[config.mk]
export PLATFORM = sky130hd
export DESIGN_NAME = chunk_deframer_crc32c_check_unit
export DESIGN_NICKNAME = d
export VERILOG_FILES = /design/src/sv/cdf_pkg.sv /design/src/sv/chunk_deframer_crc32c_check_unit.sv /design/src/sv/cdf_step.sv /design/src/sv/cdf_out_reg.sv
export SDC_FILE = /design/constraint.sdc
export NUM_CORES = 1
export LEC_CHECK = 0
export ABC_AREA = 1
export BUFFER_PORTS_ARGS = -buffer_cell sky130_fd_sc_hd__buf_2
export CORE_UTILIZATION = 59
export CTS_CLUSTER_SIZE = 30
export DETAILED_ROUTE_END_ITERATION = 6
export PLACE_DENSITY_LB_ADDON = 0.08
export SYNTH_ARGS = -nofsm -noshare
export SYNTH_HDL_FRONTEND = slang
export SYNTH_SLANG_ARGS = --single-unit
[constraint.sdc]
create_clock -name i_clk -period 11 [get_ports i_clk]
set_clock_uncertainty 0.2 [all_clocks]
set_input_delay 2.75 -clock i_clk [delete_from_list [all_inputs] [get_ports i_clk]]
set_output_delay 2.75 -clock i_clk [all_outputs]
set_load 0.01 [all_outputs]
[src/sv/cdf_pkg.sv]
// ----------------------------------------------------------------------------
// cdf_pkg
// types, constants and the byte-wide crc update shared by the deframer files
// ----------------------------------------------------------------------------
package cdf_pkg;

    localparam logic [31:0] CRC_POLY      = 32'h1edc6f41;
    localparam int          HEADER_BYTES  = 8;
    localparam int          TRAILER_BYTES = 4;

    typedef enum logic [1:0] {
        PH_HEADER  = 2'd0,
        PH_PAYLOAD = 2'd1,
        PH_TRAILER = 2'd2
    } t_phase;

    typedef enum logic [1:0] {
        KIND_HEADER  = 2'd0,
        KIND_PAYLOAD = 2'd1,
        KIND_TRAILER = 2'd2
    } t_kind;

    typedef struct packed {
        t_kind       kind;
        logic [7:0]  data;
        logic [31:0] id;
        logic [31:0] size;
        logic        header_done;
        logic        payload_last;
        logic        chunk_done;
        logic        crc_mismatch;
        logic        error_seen;
    } t_result;

    // msb-first crc over one byte, eight shift/xor steps
    function automatic logic [31:0] crc_byte(input logic [31:0] crc, input logic [7:0] b);
        logic [31:0] x;
        x = crc ^ {b, 24'h000000};
        for (int k = 0; k < 8; k++) begin
            if (x[31]) begin
                x = {x[30:0], 1'b0} ^ CRC_POLY;
            end else begin
                x = {x[30:0], 1'b0};
            end
        end
        return x;
    endfunction

endpackage

[src/sv/chunk_deframer_crc32c_check_unit.sv]
// ----------------------------------------------------------------------------
// chunk_deframer_crc32c_check_unit
// splits a byte stream into id/size/payload/crc chunks and, with crc enabled, checks each crc
// ----------------------------------------------------------------------------
//  channel   direction  handshake            payload
//  input     in         i_valid / o_stall    i_data_byte
//  result    out        o_valid / i_stall    o_byte_kind .. o_error_seen
//  config    in         i_cfg_we             i_cfg_data (crc_enable)
//
//  one byte per cycle while the result register has room, one result per byte; the result is registered
//  the parser state and the byte-wide crc xor network update in the accept cycle
//  the result register frees in the same cycle the consumer takes its transfer
//  i_rst_n is synchronous: header phase, crc and sticky error cleared, crc on
//  a stalled result holds o_stall high until the consumer takes it
// ----------------------------------------------------------------------------
module chunk_deframer_crc32c_check_unit (
    input  logic        i_clk,
    input  logic        i_rst_n,
    // input byte stream
    input  logic        i_valid,
    output logic        o_stall,
    input  logic [7:0]  i_data_byte,
    // configuration
    input  logic        i_cfg_we,
    input  logic        i_cfg_data,
    // results
    output logic        o_valid,
    input  logic        i_stall,
    output logic [1:0]  o_byte_kind,
    output logic [7:0]  o_byte_out,
    output logic [31:0] o_chunk_id,
    output logic [31:0] o_chunk_size,
    output logic        o_header_done,
    output logic        o_payload_last,
    output logic        o_chunk_done,
    output logic        o_crc_mismatch,
    output logic        o_error_seen
);
    import cdf_pkg::*;

    logic    fire;
    logic    busy;
    t_result step_res;
    t_result out_res;

    // a byte transfer happens whenever a byte is offered and the result register has room
    assign o_stall = busy;
    assign fire    = i_valid && !busy;

    // parser: state registers plus next-state and result logic
    cdf_step u_step (
        .i_clk      (i_clk),
        .i_rst_n    (i_rst_n),
        .i_fire     (fire),
        .i_byte     (i_data_byte),
        .i_cfg_we   (i_cfg_we),
        .i_cfg_data (i_cfg_data),
        .o_res      (step_res)
    );

    // result register decouples the consumer's stall from the parser
    cdf_out_reg u_out (
        .i_clk   (i_clk),
        .i_rst_n (i_rst_n),
        .i_load  (fire),
        .i_res   (step_res),
        .i_stall (i_stall),
        .o_valid (o_valid),
        .o_busy  (busy),
        .o_res   (out_res)
    );

    // unpack result fields onto ports
    assign o_byte_kind    = out_res.kind;
    assign o_byte_out     = out_res.data;
    assign o_chunk_id     = out_res.id;
    assign o_chunk_size   = out_res.size;
    assign o_header_done  = out_res.header_done;
    assign o_payload_last = out_res.payload_last;
    assign o_chunk_done   = out_res.chunk_done;
    assign o_crc_mismatch = out_res.crc_mismatch;
    assign o_error_seen   = out_res.error_seen;

    a_mismatch_sets_error: assert property (@(posedge i_clk) disable iff (!i_rst_n)
        (o_valid && o_crc_mismatch) |-> (o_error_seen && o_chunk_done))
        else $error("mismatch without error flag or chunk end");

    a_header_done_kind: assert property (@(posedge i_clk) disable iff (!i_rst_n)
        (o_valid && o_header_done) |-> (o_byte_kind == KIND_HEADER))
        else $error("header done on a non-header byte");

    a_payload_last_kind: assert property (@(posedge i_clk) disable iff (!i_rst_n)
        (o_valid && o_payload_last) |-> (o_byte_kind == KIND_PAYLOAD))
        else $error("payload last on a non-payload byte");

endmodule

[src/sv/cdf_step.sv]
// ----------------------------------------------------------------------------
// cdf_step
// chunk parser state and the per-byte next-state and result logic
// ----------------------------------------------------------------------------
module cdf_step (
    input  logic             i_clk,
    input  logic             i_rst_n,
    input  logic             i_fire,
    input  logic [7:0]       i_byte,
    input  logic             i_cfg_we,
    input  logic             i_cfg_data,
    output cdf_pkg::t_result o_res
);
    import cdf_pkg::*;

    localparam logic [2:0] IDX_ID_DONE  = 3'(HEADER_BYTES / 2);
    localparam logic [2:0] IDX_TRL_DONE = 3'(TRAILER_BYTES);

    t_phase      r_phase,     n_phase;
    logic [2:0]  r_idx,       n_idx;
    logic [31:0] r_asm,       n_asm;
    logic [31:0] r_id,        n_id;
    logic [31:0] r_size,      n_size;
    logic [31:0] r_remaining, n_remaining;
    logic [31:0] r_crc,       n_crc;
    logic        r_sticky,    n_sticky;
    logic        r_crc_en;

    logic [31:0] crc_upd;
    logic [31:0] crc_base;
    logic [31:0] asm_shift;
    logic [2:0]  idx_inc;
    t_kind       kind;
    logic        hdone, plast, cdone, mism;

    always_comb begin
        n_phase     = r_phase;
        n_idx       = r_idx;
        n_asm       = r_asm;
        n_id        = r_id;
        n_size      = r_size;
        n_remaining = r_remaining;
        n_crc       = r_crc;
        n_sticky    = r_sticky;
        kind        = KIND_HEADER;
        hdone       = 1'b0;
        plast       = 1'b0;
        cdone       = 1'b0;
        mism        = 1'b0;
        asm_shift   = {r_asm[23:0], i_byte};
        idx_inc     = r_idx + 3'd1;
        // crc restarts on the first header byte
        crc_base    = (r_phase != PH_PAYLOAD && r_phase != PH_TRAILER && r_idx == 3'd0)
                      ? 32'h0 : r_crc;
        crc_upd     = crc_byte(crc_base, i_byte);

        unique case (r_phase)
            PH_PAYLOAD: begin
                kind        = KIND_PAYLOAD;
                if (r_crc_en) begin
                    n_crc = crc_upd;
                end
                n_remaining = r_remaining - 32'd1;
                if (n_remaining == 32'd0) begin
                    plast = 1'b1;
                    n_idx = 3'd0;
                    n_asm = 32'h0;
                    if (r_crc_en) begin
                        n_phase = PH_TRAILER;
                    end else begin
                        n_phase = PH_HEADER;
                        cdone   = 1'b1;
                    end
                end
            end
            PH_TRAILER: begin
                kind  = KIND_TRAILER;
                n_asm = asm_shift;
                n_idx = idx_inc;
                if (idx_inc == IDX_TRL_DONE) begin
                    cdone = 1'b1;
                    if (asm_shift != r_crc) begin
                        mism     = 1'b1;
                        n_sticky = 1'b1;
                    end
                    n_phase = PH_HEADER;
                    n_idx   = 3'd0;
                    n_asm   = 32'h0;
                end
            end
            default: begin
                // header, also the unused phase code
                kind    = KIND_HEADER;
                n_phase = PH_HEADER;
                if (r_crc_en) begin
                    n_crc = crc_upd;
                end
                n_asm = asm_shift;
                n_idx = idx_inc;
                if (idx_inc == IDX_ID_DONE) begin
                    n_id  = asm_shift;
                    n_asm = 32'h0;
                end else if (idx_inc == 3'd0) begin
                    hdone       = 1'b1;
                    n_size      = asm_shift;
                    n_remaining = asm_shift;
                    n_asm       = 32'h0;
                    if (asm_shift != 32'h0) begin
                        n_phase = PH_PAYLOAD;
                    end else if (r_crc_en) begin
                        n_phase = PH_TRAILER;
                    end else begin
                        cdone = 1'b1;
                    end
                end
            end
        endcase

        o_res.kind         = kind;
        o_res.data         = i_byte;
        o_res.id           = n_id;
        o_res.size         = n_size;
        o_res.header_done  = hdone;
        o_res.payload_last = plast;
        o_res.chunk_done   = cdone;
        o_res.crc_mismatch = mism;
        o_res.error_seen   = n_sticky;
    end

    always_ff @(posedge i_clk) begin
        if (!i_rst_n) begin
            r_phase     <= PH_HEADER;
            r_idx       <= 3'd0;
            r_asm       <= 32'h0;
            r_id        <= 32'h0;
            r_size      <= 32'h0;
            r_remaining <= 32'h0;
            r_crc       <= 32'h0;
            r_sticky    <= 1'b0;
        end else if (i_fire) begin
            r_phase     <= n_phase;
            r_idx       <= n_idx;
            r_asm       <= n_asm;
            r_id        <= n_id;
            r_size      <= n_size;
            r_remaining <= n_remaining;
            r_crc       <= n_crc;
            r_sticky    <= n_sticky;
        end
    end

    always_ff @(posedge i_clk) begin
        if (!i_rst_n) begin
            r_crc_en <= 1'b1;
        end else if (i_cfg_we) begin
            r_crc_en <= i_cfg_data;
        end
    end

    a_payload_has_bytes: assert property (@(posedge i_clk) disable iff (!i_rst_n)
        r_phase == PH_PAYLOAD |-> r_remaining != 32'h0)
        else $error("payload phase with zero bytes remaining");

    a_trailer_index: assert property (@(posedge i_clk) disable iff (!i_rst_n)
        r_phase == PH_TRAILER |-> r_idx < IDX_TRL_DONE)
        else $error("trailer byte index out of range");

    a_sticky_holds: assert property (@(posedge i_clk) disable iff (!i_rst_n)
        r_sticky |=> r_sticky)
        else $error("sticky error cleared");

    a_mismatch_ends_chunk: assert property (@(posedge i_clk) disable iff (!i_rst_n)
        mism |-> (cdone && r_phase == PH_TRAILER))
        else $error("crc mismatch outside trailer end");

endmodule

[src/sv/cdf_out_reg.sv]
// ----------------------------------------------------------------------------
// cdf_out_reg
// result register with valid/stall handshake toward the consumer
// ----------------------------------------------------------------------------
module cdf_out_reg (
    input  logic             i_clk,
    input  logic             i_rst_n,
    input  logic             i_load,
    input  cdf_pkg::t_result i_res,
    input  logic             i_stall,
    output logic             o_valid,
    output logic             o_busy,
    output cdf_pkg::t_result o_res
);
    import cdf_pkg::*;

    logic    r_valid, n_valid;
    t_result r_res;

    // register can take a new result when empty or being drained this cycle
    assign o_busy = r_valid && i_stall;

    always_comb begin
        if (i_load) begin
            n_valid = 1'b1;
        end else if (i_stall) begin
            n_valid = r_valid;
        end else begin
            n_valid = 1'b0;
        end
    end

    always_ff @(posedge i_clk) begin
        if (!i_rst_n) begin
            r_valid <= 1'b0;
        end else begin
            r_valid <= n_valid;
        end
    end

    always_ff @(posedge i_clk) begin
        if (i_load) begin
            r_res <= i_res;
        end
    end

    assign o_valid = r_valid;
    assign o_res   = r_res;

    a_no_overwrite: assert property (@(posedge i_clk) disable iff (!i_rst_n)
        (r_valid && i_stall) |-> !i_load)
        else $error("result overwritten while stalled");

endmodule
==> metrics.txt <==
Post-route DRC=2; TritonCTS Sinks=239; initial antenna violation count=0; # rows=52; die area=0.0217 mm^2; Mapped Cells=1675; # diodes=0; wire length per cell=17.9 um; Antenna Nets Post-Route=0; Pre-antenna DRT Iters=7; Tightest Hold Check Type=register to register; layout cells sized above 1=12.1%; Pleak=6.23 nW; GR Overflow Total=0; max-slew violation count=0; top-level I/O count=95; failing checks=design-rule violations; worst-skew pair later-pin latency=0.53 ns; Clock Pin Slew Worst Setup and Hold Paths=0.06 ns; synth warn=0; Fill cells=1803; FMAX=0.165 GHz; cts repair resizes=0; worst IR drop on VDD=0.169 mV; initial drt markers=1009; cts bufs inserted=26; growth of design area from synthesis to finish=11.3%; fin crit share=55.1%; unique cell type count in the Yosys netlist=44; dominant synthesized flop cell=dfxtp_1; Hold Worst Slack=0.302 ns; CTS tree=yes; # setup viols final=0; Final nets=1757; vias in the first global route=10.3k; Worst-Margin Slew=0.954 ns; Power Total=2.69 mW; max_slew headroom=36.4%; post-synth top area share=25.7%; first-pass GRT wire length=56200 um; area leader, netlist=dfxtp_1; Synth area leaders=dfxtp_1, edfxtp_1, nand2_1; pre-CTS setup slack=4.94 ns; Setup Crit Path Kind=input pin to primary output; EDFF count, synth=79; vias per inst=5.66; Final HPWL DP=24700 um; worst endpoint data arrival time=3.11 ns; Core ar.=0.0205 mm^2; area of the multi-input gates=0.00577 mm^2; H-Tree Depth=1; crit path max fanout=2; Post-synth top cells=nand2_1, nor2_1, inv_1; Mapped Area=0.0125 mm^2; most frequent cell after synthesis=nand2_1; startpoint types=input pin; crit end category=primary output; Post-synth ARST share=0%; die width=147 um; detailed-route via count=11.5k; Util after Layout=67.6%; post-CTS setup buffer count=0; setup TNS=0 ns; register area share after synthesis=44.8%; syn nets=1698; CTS Root Cell=clkbuf_16; Synth Register Bits=239; Sequential cell area=0.00558 mm^2; status=finished, violations left; input/output buffers=94; GP Congestion=0.923; largest net degree at the start of global routing=97; Post-CTS Hold Fix Bufs=0; gr usage total=33.4%; Post-Syn Area per Cell=7.44 um^2; Max Root-Sink Buffers=3; Initial Util=60.8%; Routed WL=36200 um; Final Critical Period=6.06 ns; Die H=147 um; slack of the critical path=4.94 ns; Crit path required time=8.05 ns; RSZ-0062 raised after global routing=false; Final Hold Viols=0; pwr dens=194 mW/mm^2; Max Cap Viol=0
## final cells by class
class                      count  area share (%)
clock inverter                 9           0.478
tap                          270            2.44
sequential                   239            40.2
inverter                     212            5.74
timing repair buffer         106            4.04
multi-input combinational   1149            41.7
clock buffer                  39            5.42
## layout by cell type, fill, tap and decap left out, types with 18 or more instances in the layout
master     instances
buf_2             94
o21ai_0          172
nand3_1           70
clkbuf_16         27
nand4_1           24
nor2_1           216
dfxtp_1          160
edfxtp_1          79
nand2_1          372
xnor2_1           28
xor2_1            36
a21oi_1           92
nor2_2            18
a221oi_1          25
inv_1            199
## report_power, final
group | leakage, nW | internal (mW) | switching (mW) | total [mW]
registers | 2.11 | 0.994 | 0.0728 | 1.07
logic | 3.72 | 0.253 | 0.531 | 0.784
clock network | 0.403 | 0.492 | 0.350 | 0.842
## through the flow
stage                     cells  area, um^2
after CTS                  2024       13900
after detailed placement   1976       13000
after global routing       2024       13900
after floorplan            1675       12500
after global placement     1976       13000
final                      2024       13900
## critical path: stages
cell and delay, ns:
buf_2 0.09, nand2_1 0.08, inv_2 0.05, buf_2 0.13
## cells by family after synthesis
family                     synth area share [%]
and+or+nand+nor                            24.9
AOI/OAI and AO/OA                          14.4
buffers and inverters                      9.02
DFF                                        44.8
xor gates and xnor gates                   5.99
adders and majority gates                 0.904
## final timing paths
path                                        startpoint                      to  slack [ns]  cells past startpoint
worst max-delay path                           i_stall                 o_stall        4.94                      4
worst min register to register  u_step.r_remaining[30]  u_step.r_remaining[30]        0.30                      2
worst min-delay path            u_step.r_remaining[30]  u_step.r_remaining[30]        0.30                      2
worst max register to register       u_step.r_phase[0]        u_step.r_crc[28]        7.01                     19
## sequential cells by signal, indices dropped and copies added, names as in the netlist
name and count:
u_step.r_asm 24, u_out.o_valid 1, u_step.r_crc 32, u_step.r_phase 2
u_step.r_size 32, u_step.r_sticky 1, u_step.r_id 32, u_step.r_idx 3
u_step.r_remaining 32, u_step.r_crc_en 1, u_out.o_res 79
## per-layer routing
| layer | GRT usage [%] | up-vias | wire length (um) |
|---|---|---|---|
| li1 | - | 5543 | - |
| met2 | 53.4 | 505 | 16700 |
| met1 | 45.0 | 5326 | 15100 |
| met3 | 5.09 | 83 | 2910 |
| met5 | 0 | - | 0 |
| met4 | 14.1 | 0 | 1500 |
Note: power is estimated with default switching activity, not from simulation.
